$ cat src/rtl/krs_pkg.sv
// ----------------------------------------------------------------------------
// krs_pkg: shared types and constants of the key release scanner
// Payload structs, key codes, register indexes and widths used by the
// scanner top level and its key encoder.
// ----------------------------------------------------------------------------
package krs_pkg;

  // Width of the internal altitude setpoint counter.
  localparam int ALT_WIDTH = 16;
  localparam int KEY_W     = 4;
  localparam int PINS_W    = 8;
  localparam int CFG_W     = 8;
  localparam int CFG_IDX_W = 1;
  localparam int OUT_ALT_W = 16;

  // Key codes with a special meaning.
  localparam logic [KEY_W-1:0] KEY_NONE = 4'd0;
  localparam logic [KEY_W-1:0] KEY_MODE = 4'd5;
  localparam logic [KEY_W-1:0] KEY_UP   = 4'd6;
  localparam logic [KEY_W-1:0] KEY_DOWN = 4'd8;

  // Item actions.
  localparam logic ACT_TICK    = 1'b0;
  localparam logic ACT_CONSUME = 1'b1;

  // Configuration register indexes.
  localparam logic [CFG_IDX_W-1:0] CFG_SAMPLE_PERIOD = 1'd0;
  localparam logic [CFG_IDX_W-1:0] CFG_ALT_STEP      = 1'd1;

  // Register reset values.
  localparam logic [CFG_W-1:0] SAMPLE_PERIOD_RST = 8'd20;
  localparam logic [CFG_W-1:0] ALT_STEP_RST      = 8'd1;

  typedef struct packed {
    logic              action;
    logic [PINS_W-1:0] keys_low;
  } in_t;

  typedef struct packed {
    logic [KEY_W-1:0]     key_event;
    logic [KEY_W-1:0]     last_key;
    logic                 mode_flag;
    logic [OUT_ALT_W-1:0] altitude_setpoint;
  } out_t;

endpackage

$ cat src/rtl/krs_key_enc.sv
// ----------------------------------------------------------------------------
// krs_key_enc: priority encoder for the active-low button pins
// The lowest pin that reads low gives code (pin index + 1); no pressed pin
// gives code zero.
// ----------------------------------------------------------------------------
module krs_key_enc (
  input  logic [krs_pkg::PINS_W-1:0] keys_low,
  output logic [krs_pkg::KEY_W-1:0]  key_code
);
  import krs_pkg::*;

  // Scan from the top pin down so that the lowest pressed pin wins.
  always_comb begin
    key_code = KEY_NONE;
    for (int i = PINS_W - 1; i >= 0; i--) begin
      if (!keys_low[i]) begin
        key_code = KEY_W'(i + 1);
      end
    end
  end

endmodule

$ cat src/rtl/key_release_scanner.sv
// ----------------------------------------------------------------------------
// key_release_scanner: release-triggered button scanner with setpoint control
// Samples eight active-low buttons, detects key releases and applies the
// consumed key to a mode bit and a saturating altitude setpoint.
// ----------------------------------------------------------------------------
// Usage: each input beat on in_data is either a tick (action 0), which
// carries the current pin levels, or a consume request (action 1). Every beat
// produces exactly one result beat on out_data. A tick advances the sample
// counter and, once every sample_period ticks, samples the priority-encoded
// key; a sample of zero after a nonzero sample makes the earlier key pending.
// A consume hands out the pending key in key_event and applies it: key 5
// toggles the mode flag, key 6 raises and key 8 lowers the altitude setpoint.
// Each result is registered. Throughput is one beat per cycle while the
// receiver takes results; the single result register sets this figure,
// since all state updates finish in the cycle of acceptance. When the
// receiver stalls, the result register holds its beat and in_ready drops
// until out_ready frees it. Synchronous reset clears all state and the
// output valid, and loads sample_period = 20 and
// altitude_step = 1. Configuration is written through cfg_we/cfg_index/
// cfg_wdata while no beat is in flight; unknown indexes are ignored.
// ----------------------------------------------------------------------------
module key_release_scanner (
  input  logic                          clk,
  input  logic                          rst_n,
  input  logic                          in_valid,
  output logic                          in_ready,
  input  krs_pkg::in_t                  in_data,
  output logic                          out_valid,
  input  logic                          out_ready,
  output krs_pkg::out_t                 out_data,
  input  logic                          cfg_we,
  input  logic [krs_pkg::CFG_IDX_W-1:0] cfg_index,
  input  logic [krs_pkg::CFG_W-1:0]     cfg_wdata
);
  import krs_pkg::*;

  // Configuration registers.
  logic [CFG_W-1:0] sample_period_r;
  logic [CFG_W-1:0] alt_step_r;

  // Scanner and control state. The previous sample is the current sample
  // register itself at the moment a new sample is taken, so it needs no
  // register of its own.
  logic [7:0]           tick_count_r,  tick_count_nxt;
  logic [KEY_W-1:0]     cur_sample_r,  cur_sample_nxt;
  logic [KEY_W-1:0]     pending_r,     pending_nxt;
  logic [KEY_W-1:0]     recorded_r,    recorded_nxt;
  logic                 mode_r,        mode_nxt;
  logic [ALT_WIDTH-1:0] alt_r,         alt_nxt;

  // Result register.
  logic out_valid_r;
  out_t out_data_r, out_data_nxt;

  logic                 in_acc;
  logic [KEY_W-1:0]     key_code;
  logic [7:0]           tick_inc;
  logic [ALT_WIDTH:0]   alt_sum;
  logic [ALT_WIDTH-1:0] step_ext;
  logic [KEY_W-1:0]     event_key;

  krs_key_enc u_key_enc (
    .keys_low (in_data.keys_low),
    .key_code (key_code)
  );

  // The result register is the only skid: a new beat enters whenever the
  // register is empty or is being drained in this cycle.
  assign in_ready  = !out_valid_r || out_ready;
  assign in_acc    = in_valid && in_ready;
  assign out_valid = out_valid_r;
  assign out_data  = out_data_r;

  assign tick_inc = tick_count_r + 8'd1;
  assign step_ext = ALT_WIDTH'(alt_step_r);
  // One extra bit catches the overflow for the saturating raise.
  assign alt_sum  = {1'b0, alt_r} + {1'b0, step_ext};

  always_comb begin
    tick_count_nxt  = tick_count_r;
    cur_sample_nxt  = cur_sample_r;
    pending_nxt     = pending_r;
    recorded_nxt    = recorded_r;
    mode_nxt        = mode_r;
    alt_nxt         = alt_r;
    event_key       = KEY_NONE;

    if (in_data.action == ACT_TICK) begin
      tick_count_nxt = tick_inc;
      if (tick_inc >= sample_period_r) begin
        tick_count_nxt  = 8'd0;
        cur_sample_nxt  = key_code;
        // A release: the key went away since the previous sample.
        if (key_code == KEY_NONE && cur_sample_r != KEY_NONE) begin
          pending_nxt = cur_sample_r;
        end
      end
    end else begin
      event_key   = pending_r;
      pending_nxt = KEY_NONE;
      if (pending_r != KEY_NONE) begin
        recorded_nxt = pending_r;
      end
      if (pending_r == KEY_MODE) begin
        mode_nxt = !mode_r;
      end else if (pending_r == KEY_UP) begin
        alt_nxt = alt_sum[ALT_WIDTH] ? {ALT_WIDTH{1'b1}} : alt_sum[ALT_WIDTH-1:0];
      end else if (pending_r == KEY_DOWN) begin
        alt_nxt = (alt_r < step_ext) ? '0 : alt_r - step_ext;
      end
    end

    out_data_nxt.key_event         = event_key;
    out_data_nxt.last_key          = recorded_nxt;
    out_data_nxt.mode_flag         = mode_nxt;
    out_data_nxt.altitude_setpoint = OUT_ALT_W'(alt_nxt);
  end

  always_ff @(posedge clk) begin
    if (!rst_n) begin
      sample_period_r <= SAMPLE_PERIOD_RST;
      alt_step_r      <= ALT_STEP_RST;
    end else if (cfg_we) begin
      unique case (cfg_index)
        CFG_SAMPLE_PERIOD: sample_period_r <= cfg_wdata;
        CFG_ALT_STEP:      alt_step_r      <= cfg_wdata;
        default: ;
      endcase
    end
  end

  always_ff @(posedge clk) begin
    if (!rst_n) begin
      tick_count_r  <= '0;
      cur_sample_r  <= KEY_NONE;
      pending_r     <= KEY_NONE;
      recorded_r    <= KEY_NONE;
      mode_r        <= 1'b0;
      alt_r         <= '0;
      out_valid_r   <= 1'b0;
    end else begin
      if (in_acc) begin
        tick_count_r  <= tick_count_nxt;
        cur_sample_r  <= cur_sample_nxt;
        pending_r     <= pending_nxt;
        recorded_r    <= recorded_nxt;
        mode_r        <= mode_nxt;
        alt_r         <= alt_nxt;
        out_valid_r   <= 1'b1;
      end else if (out_ready) begin
        out_valid_r   <= 1'b0;
      end
    end
  end

  // The result payload needs no reset; it is qualified by out_valid_r.
  always_ff @(posedge clk) begin
    if (in_acc) begin
      out_data_r <= out_data_nxt;
    end
  end

  // A consume beat reports the key that was pending when it was accepted.
  a_consume_event: assert property (@(posedge clk) disable iff (!rst_n)
    in_acc && in_data.action == ACT_CONSUME |=>
      out_data_r.key_event == $past(pending_r) && pending_r == KEY_NONE)
    else $error("consume did not report and clear the pending key");

  // A tick beat never reports a key event.
  a_tick_no_event: assert property (@(posedge clk) disable iff (!rst_n)
    in_acc && in_data.action == ACT_TICK |=> out_data_r.key_event == KEY_NONE)
    else $error("tick reported a key event");

  // Raising the setpoint never makes it smaller, and lowering never larger.
  a_alt_up: assert property (@(posedge clk) disable iff (!rst_n)
    in_acc && in_data.action == ACT_CONSUME && pending_r == KEY_UP |=>
      alt_r >= $past(alt_r))
    else $error("setpoint raise wrapped");

  a_alt_down: assert property (@(posedge clk) disable iff (!rst_n)
    in_acc && in_data.action == ACT_CONSUME && pending_r == KEY_DOWN |=>
      alt_r <= $past(alt_r))
    else $error("setpoint lower wrapped");

  // The pending key, setpoint and mode change only when a beat is accepted.
  a_state_hold: assert property (@(posedge clk) disable iff (!rst_n)
    !in_acc |=> $stable(pending_r) && $stable(alt_r) && $stable(mode_r))
    else $error("state changed without an accepted beat");

endmodule
$ cat config.mk
export PLATFORM = sky130hd
export DESIGN_NAME = key_release_scanner
export DESIGN_NICKNAME = d
export VERILOG_FILES = /design/src/rtl/krs_pkg.sv /design/src/rtl/krs_key_enc.sv /design/src/rtl/key_release_scanner.sv
export SDC_FILE = /design/constraint.sdc
export NUM_CORES = 1
export LEC_CHECK = 0
export BUFFER_PORTS_ARGS = -buffer_cell sky130_fd_sc_hd__buf_4
export CAP_MARGIN = 20
export CORE_MARGIN = 1
export CORE_UTILIZATION = 39
export DETAILED_ROUTE_END_ITERATION = 10
export PLACE_DENSITY_LB_ADDON = 0.12
export RECOVER_POWER = 50
export SYNTH_ARGS = -nofsm -noshare
export SYNTH_HDL_FRONTEND = slang
export SYNTH_HIERARCHICAL = 1
export SYNTH_SLANG_ARGS = --single-unit
$ cat constraint.sdc
create_clock -name clk -period 5.75 [get_ports clk]
set_input_delay 0.575 -clock clk [delete_from_list [all_inputs] [get_ports clk]]
set_output_delay 0.575 -clock clk [all_outputs]
set_load 0.05 [all_outputs]
## Word-level counts from Yosys, hierarchy flattened

Cells that the tools add are included.

| word-level totals | value |
|---|---|
| register bits | 79 |
| bits of input ports | 23 |
| logic and storage cells | 63 |
| output and inout bits | 27 |

| operators by class | value |
|---|---|
| magnitude comparators | 2 |
| add/sub/neg operators | 3 |
| reductions and logical operators | 16 |
| muxes and demuxes | 24 |
| bitwise operators | 2 |
| eq/ne operators | 3 |

Operator list:

| kind | count |
|---|---|
| 16-bit two-way mux | 6 |
| 4-bit two-way mux | 13 |
| 16-bit by 8-bit adder with 17-bit output | 1 |
| 16-bit by 8-bit less-than comparator with 1-bit output | 1 |
| 16-bit by 8-bit subtractor with 16-bit output | 1 |
| 8-bit by 1-bit adder with 8-bit output, second input constant | 1 |
| 4-bit by 3-bit == test with 1-bit output, second input constant | 2 |
| 8-bit >= comparator | 1 |
| 8-bit two-way mux | 1 |
| 4-bit nonzero test | 2 |
| 2-bit AND reduction | 3 |
| 3-bit AND reduction | 2 |
| 2-bit nonzero test | 3 |
| 4-bit == test, second input constant | 1 |
| 4-bit zero test | 1 |
| 1-bit two-way mux | 4 |
| 1-bit logical AND | 2 |
| 1-bit zero test | 2 |
| 1-bit NOT | 2 |
| 1-bit logical OR | 1 |

## Logic depth before layout (Yosys ltp)

| depth | value |
|---|---|
| depth in word-level cells | 13 |
| gate-level depth with buffers | 11 |
| depth with buffers taken out | 11 |

## By module

The synthesis kept the hierarchy.

Modules (own cells, without submodules):

| module | area an instance (um^2) | instances | cells each |
|---|---|---|---|
| key_release_scanner | 4779.6 | 1 | 577 |
| krs_key_enc | 67.6 | 1 | 12 |

## Worst setup path after synthesis

No wires, ideal clock.

| timing | value |
|---|---|
| path type | reg2reg |
| start point | reg tick_count_r[0] |
| end point | reg pending_r[0] |
| library setup time | 0.117 ns |
| path slack | 2.990 ns |
| buffers on the path | 0 |
| stages on the path, launching flop included | 12 |
| period minus slack after synthesis | 2.760 ns |
| data required time | 5.633 ns |
| data arrival time | 2.642 ns |
| cells stage by stage | dfxtp_1 -> ha_1 -> nand3_1 -> nor2_1 -> xor2_1 -> ha_1 -> and3_1 -> a221oi_1 -> o21ai_0 -> a21oi_1 -> nor2_1 -> a32o_1 |

| on the way | value |
|---|---|
| cells in the longest elaborated chain, start to end | 4 |

RTL lines:

| item | line | text |
|---|---|---|
| from (decl) | key_release_scanner.sv:44 | `logic [7:0] tick_count_r, tick_count_nxt;` |
| from (signal assigned) | key_release_scanner.sv:143 | `tick_count_r <= tick_count_nxt;` |
| 8-bit by 1-bit adder with 8-bit output | key_release_scanner.sv:74 | `assign tick_inc = tick_count_r + 8'd1;` |
| 8-bit >= comparator | key_release_scanner.sv:90 | `if (tick_inc >= sample_period_r) begin` |
| 2-bit nonzero test (no source line) | -- |  |
| 3-bit AND reduction (no source line) | -- |  |
| to (signal assigned) | key_release_scanner.sv:145 | `pending_r <= pending_nxt;` |
| to (decl) | key_release_scanner.sv:46 | `logic [KEY_W-1:0] pending_r, pending_nxt;` |

Every way passes these cells.
A chain may end at the register's enable or synchronous reset.

==> flow_summary.json <==
{
  "viasPerCell": 5.56,
  "synth_edf_count": 25,
  "fill_cells": 1190,
  "synth_area_leaders": "dfxtp_1 22%, edfxtp_1 15%, nand2_1 7.0%",
  "ios": 50,
  "period_minus_slack_ns": 3.37,
  "p_leak_uw": 0.00217,
  "cp.required_ns": 6.02,
  "min_path_type": "reg -> reg",
  "final_common_cell": "nand2_1",
  "num_rows": 40,
  "setup_viol": 0,
  "finish.instance_area_mm2": 0.00548,
  "cts_setup_buffers": 0,
  "synth_top_area_share_pct": 22.3,
  "synthArstFlopShare_pct": 0,
  "wl_per_cell_um": 15.5,
  "maxSlewViolCount": 36,
  "route.detailed.drc": 0,
  "drtPass1Iterations": 5,
  "finalHoldViolCount": 0,
  "synth_top_area_cell": "dfxtp_1",
  "dpl_cell_area_mm2": 0.00531,
  "final_cell_mix": "90 x nand2_1, 54 x dfxtp_1, 47 x a21oi_1",
  "setup_tns_ns": 0,
  "yosys_most_used_dff": "dfxtp_1",
  "drt_iter0_drc": 263,
  "worst_pin_slew_ns": 1.78,
  "cts_resized": 0,
  "synth_cell_types": 66,
  "crit_path_start_kind": "primary input",
  "grt_pass1_vias": 4086,
  "die_h_um": 113,
  "final_layout_size_suffix_gt1_share_pct": 7.36,
  "hpwlAfterDp_mm": 8.95,
  "ctsRootBufferMaster": "clkbuf_16",
  "antenna_found_initial": 0,
  "synthesis.area_mm2": 0.00485,
  "utilization_pct": 45.4,
  "grt_max_degree": 36,
  "ys_ff_latch": 79,
  "period_share_pct": 58.6,
  "clk_pin_slew_worst_paths_ns": 0.06,
  "cts_hold_buf": 0,
  "clk-insertion-delay-late_ns": 0.34,
  "die_w_um": 113,
  "cts_tree": "done",
  "initial_core_util_pct": 40.2,
  "vias": 4407,
  "grt.overflow.total": 0,
  "cp-end-kind": "flip-flop",
  "nNetsFinal": 671,
  "worstSetupPathType": "in -> reg",
  "syn_area_per_cell_um2": 8.23,
  "die-area_mm2": 0.0129,
  "violations": "max-capacitance violations, max-slew violations",
  "crit_arrival_ns": 3.63,
  "diodes": 0,
  "grt_use_total_pct": 19.9,
  "core_mm2": 0.0121,
  "area_delta_synth_final_pct": 13.1,
  "gp_congestion": 0.933,
  "yosysWarningCount": 6,
  "cts_buffers": 9,
  "skew_ns": 0.00620,
  "ir_worst_vdd_v": 0.000133,
  "fmax_mhz": 297,
  "max_cap_viol_count": 1,
  "pre_cts_ws_ns": 2.52,
  "rsz0062_at_grt": "no",
  "grt_first_pass_wirelength_mm": 20.3,
  "syn-num-nets": 640,
  "outcome": "finished, violations left",
  "wl_mm": 12.3,
  "layout_setup_ws_ns": 2.38,
  "critPathMaxFanout": 35,
  "synth-seq-area-share_pct": 37.8,
  "power_density_mw_per_mm2": 235,
  "clock_sinks": 79,
  "ant_nets": 0,
  "syn-instance-count": 589,
  "cts_max_path_buffers": 2,
  "port-buffer-count": 49,
  "worst_slew_margin_rel_pct": -18.8,
  "holdWs_ns": 0.460,
  "cts_max_level": 3
}
[cells by family (layout without fill, tap and decap cells)]
kind of cell    after synthesis  count (layout)  synth area share [%]
flops                        79              79                  37.8
fa+ha+maj                    28              28                  7.54
xor+xnor                     12              12                  2.17
mux                           6               6                  1.26
compound gates              173             173                  23.6
buf+inv                      65             101                  5.27
simple gates                226             226                  22.4
[synth_stat cells (4+ instances only)]
cell      number
a211o_1        4
a211oi_1       8
a21o_1         7
a21oi_1       47
a31oi_1       10
a32o_1         4
and3_1         7
clkbuf_1      27
dfxtp_1       54
edfxtp_1      25
ha_1          26
inv_1         33
mux2i_1        5
nand2_1       90
nand2b_1      12
nand3_1       34
nand4_1        4
nor2_1        29
nor2b_1       13
nor3_1        14
nor4_1         8
o211ai_1       8
o21ai_0       38
o22ai_1        5
xnor2_1        7
xor2_1         5
[critical path: stages]
cell,delay [ns]
clkbuf_1,1.25
inv_1,0.52
clkbuf_1,0.62
nor4_1,0.42
o21ai_0,0.12
o21ai_0,0.11
[cell type report]
cell class                 count  area (um^2)  area share [%]
multi-input combinational    445         2760            50.4
tap                          168          210            3.84
sequential                    79         1830            33.4
clock buffer                  12          256            4.68
timing repair buffer          52          278            5.07
inverter                      33          124            2.26
clock inverter                 4         20.0           0.365
[sequential cells by signal (all words and copies together), names as in the netlist]
| name | flops |
|---|---|
| out_data | 25 |
| alt_r | 16 |
| alt_step_r | 8 |
| sample_period_r | 8 |
| tick_count_r | 8 |
| cur_sample_r | 4 |
| pending_r | 4 |
| recorded_r | 4 |
| mode_r | 1 |
| out_valid | 1 |
[per-layer routing]
metal  vias up  part of all wire (%)  track usage [%]
li1       2205                     -                -
met1      2077                    49             27.5
met2       110                    45             30.3
met3        15                   5.0             4.89
met4         0                   1.5             6.67
met5         -                     0                0
[final timing paths]
path | from | to | slack, ns | depth (start not counted)
setup / recovery | rst_n | tick_count_r[3]$_SDFFE_PN0P_ | 2.38 | 6
hold / removal | recorded_r[3]$_SDFFE_PN0P_ | recorded_r[3]$_SDFFE_PN0P_ | 0.46 | 2
hold reg to reg | recorded_r[3]$_SDFFE_PN0P_ | recorded_r[3]$_SDFFE_PN0P_ | 0.46 | 2
setup reg to reg | tick_count_r[0]$_SDFFE_PN0P_ | pending_r[2]$_SDFFE_PN0P_ | 2.48 | 11
[power by group]
group,switching [uW],internal [uW],total [uW]
Combinational,111,46.2,157
Clock,214,313,526
Sequential,10.9,593,604
[through the flow]
step / total power, uW / cells
after floorplan: 728 / 589
after global placement: 779 / 776
after detailed placement: 780 / 776
after CTS: 1310 / 792
after global routing: 1340 / 793
final: 1290 / 793
Power figures use the tool's default switching activity.
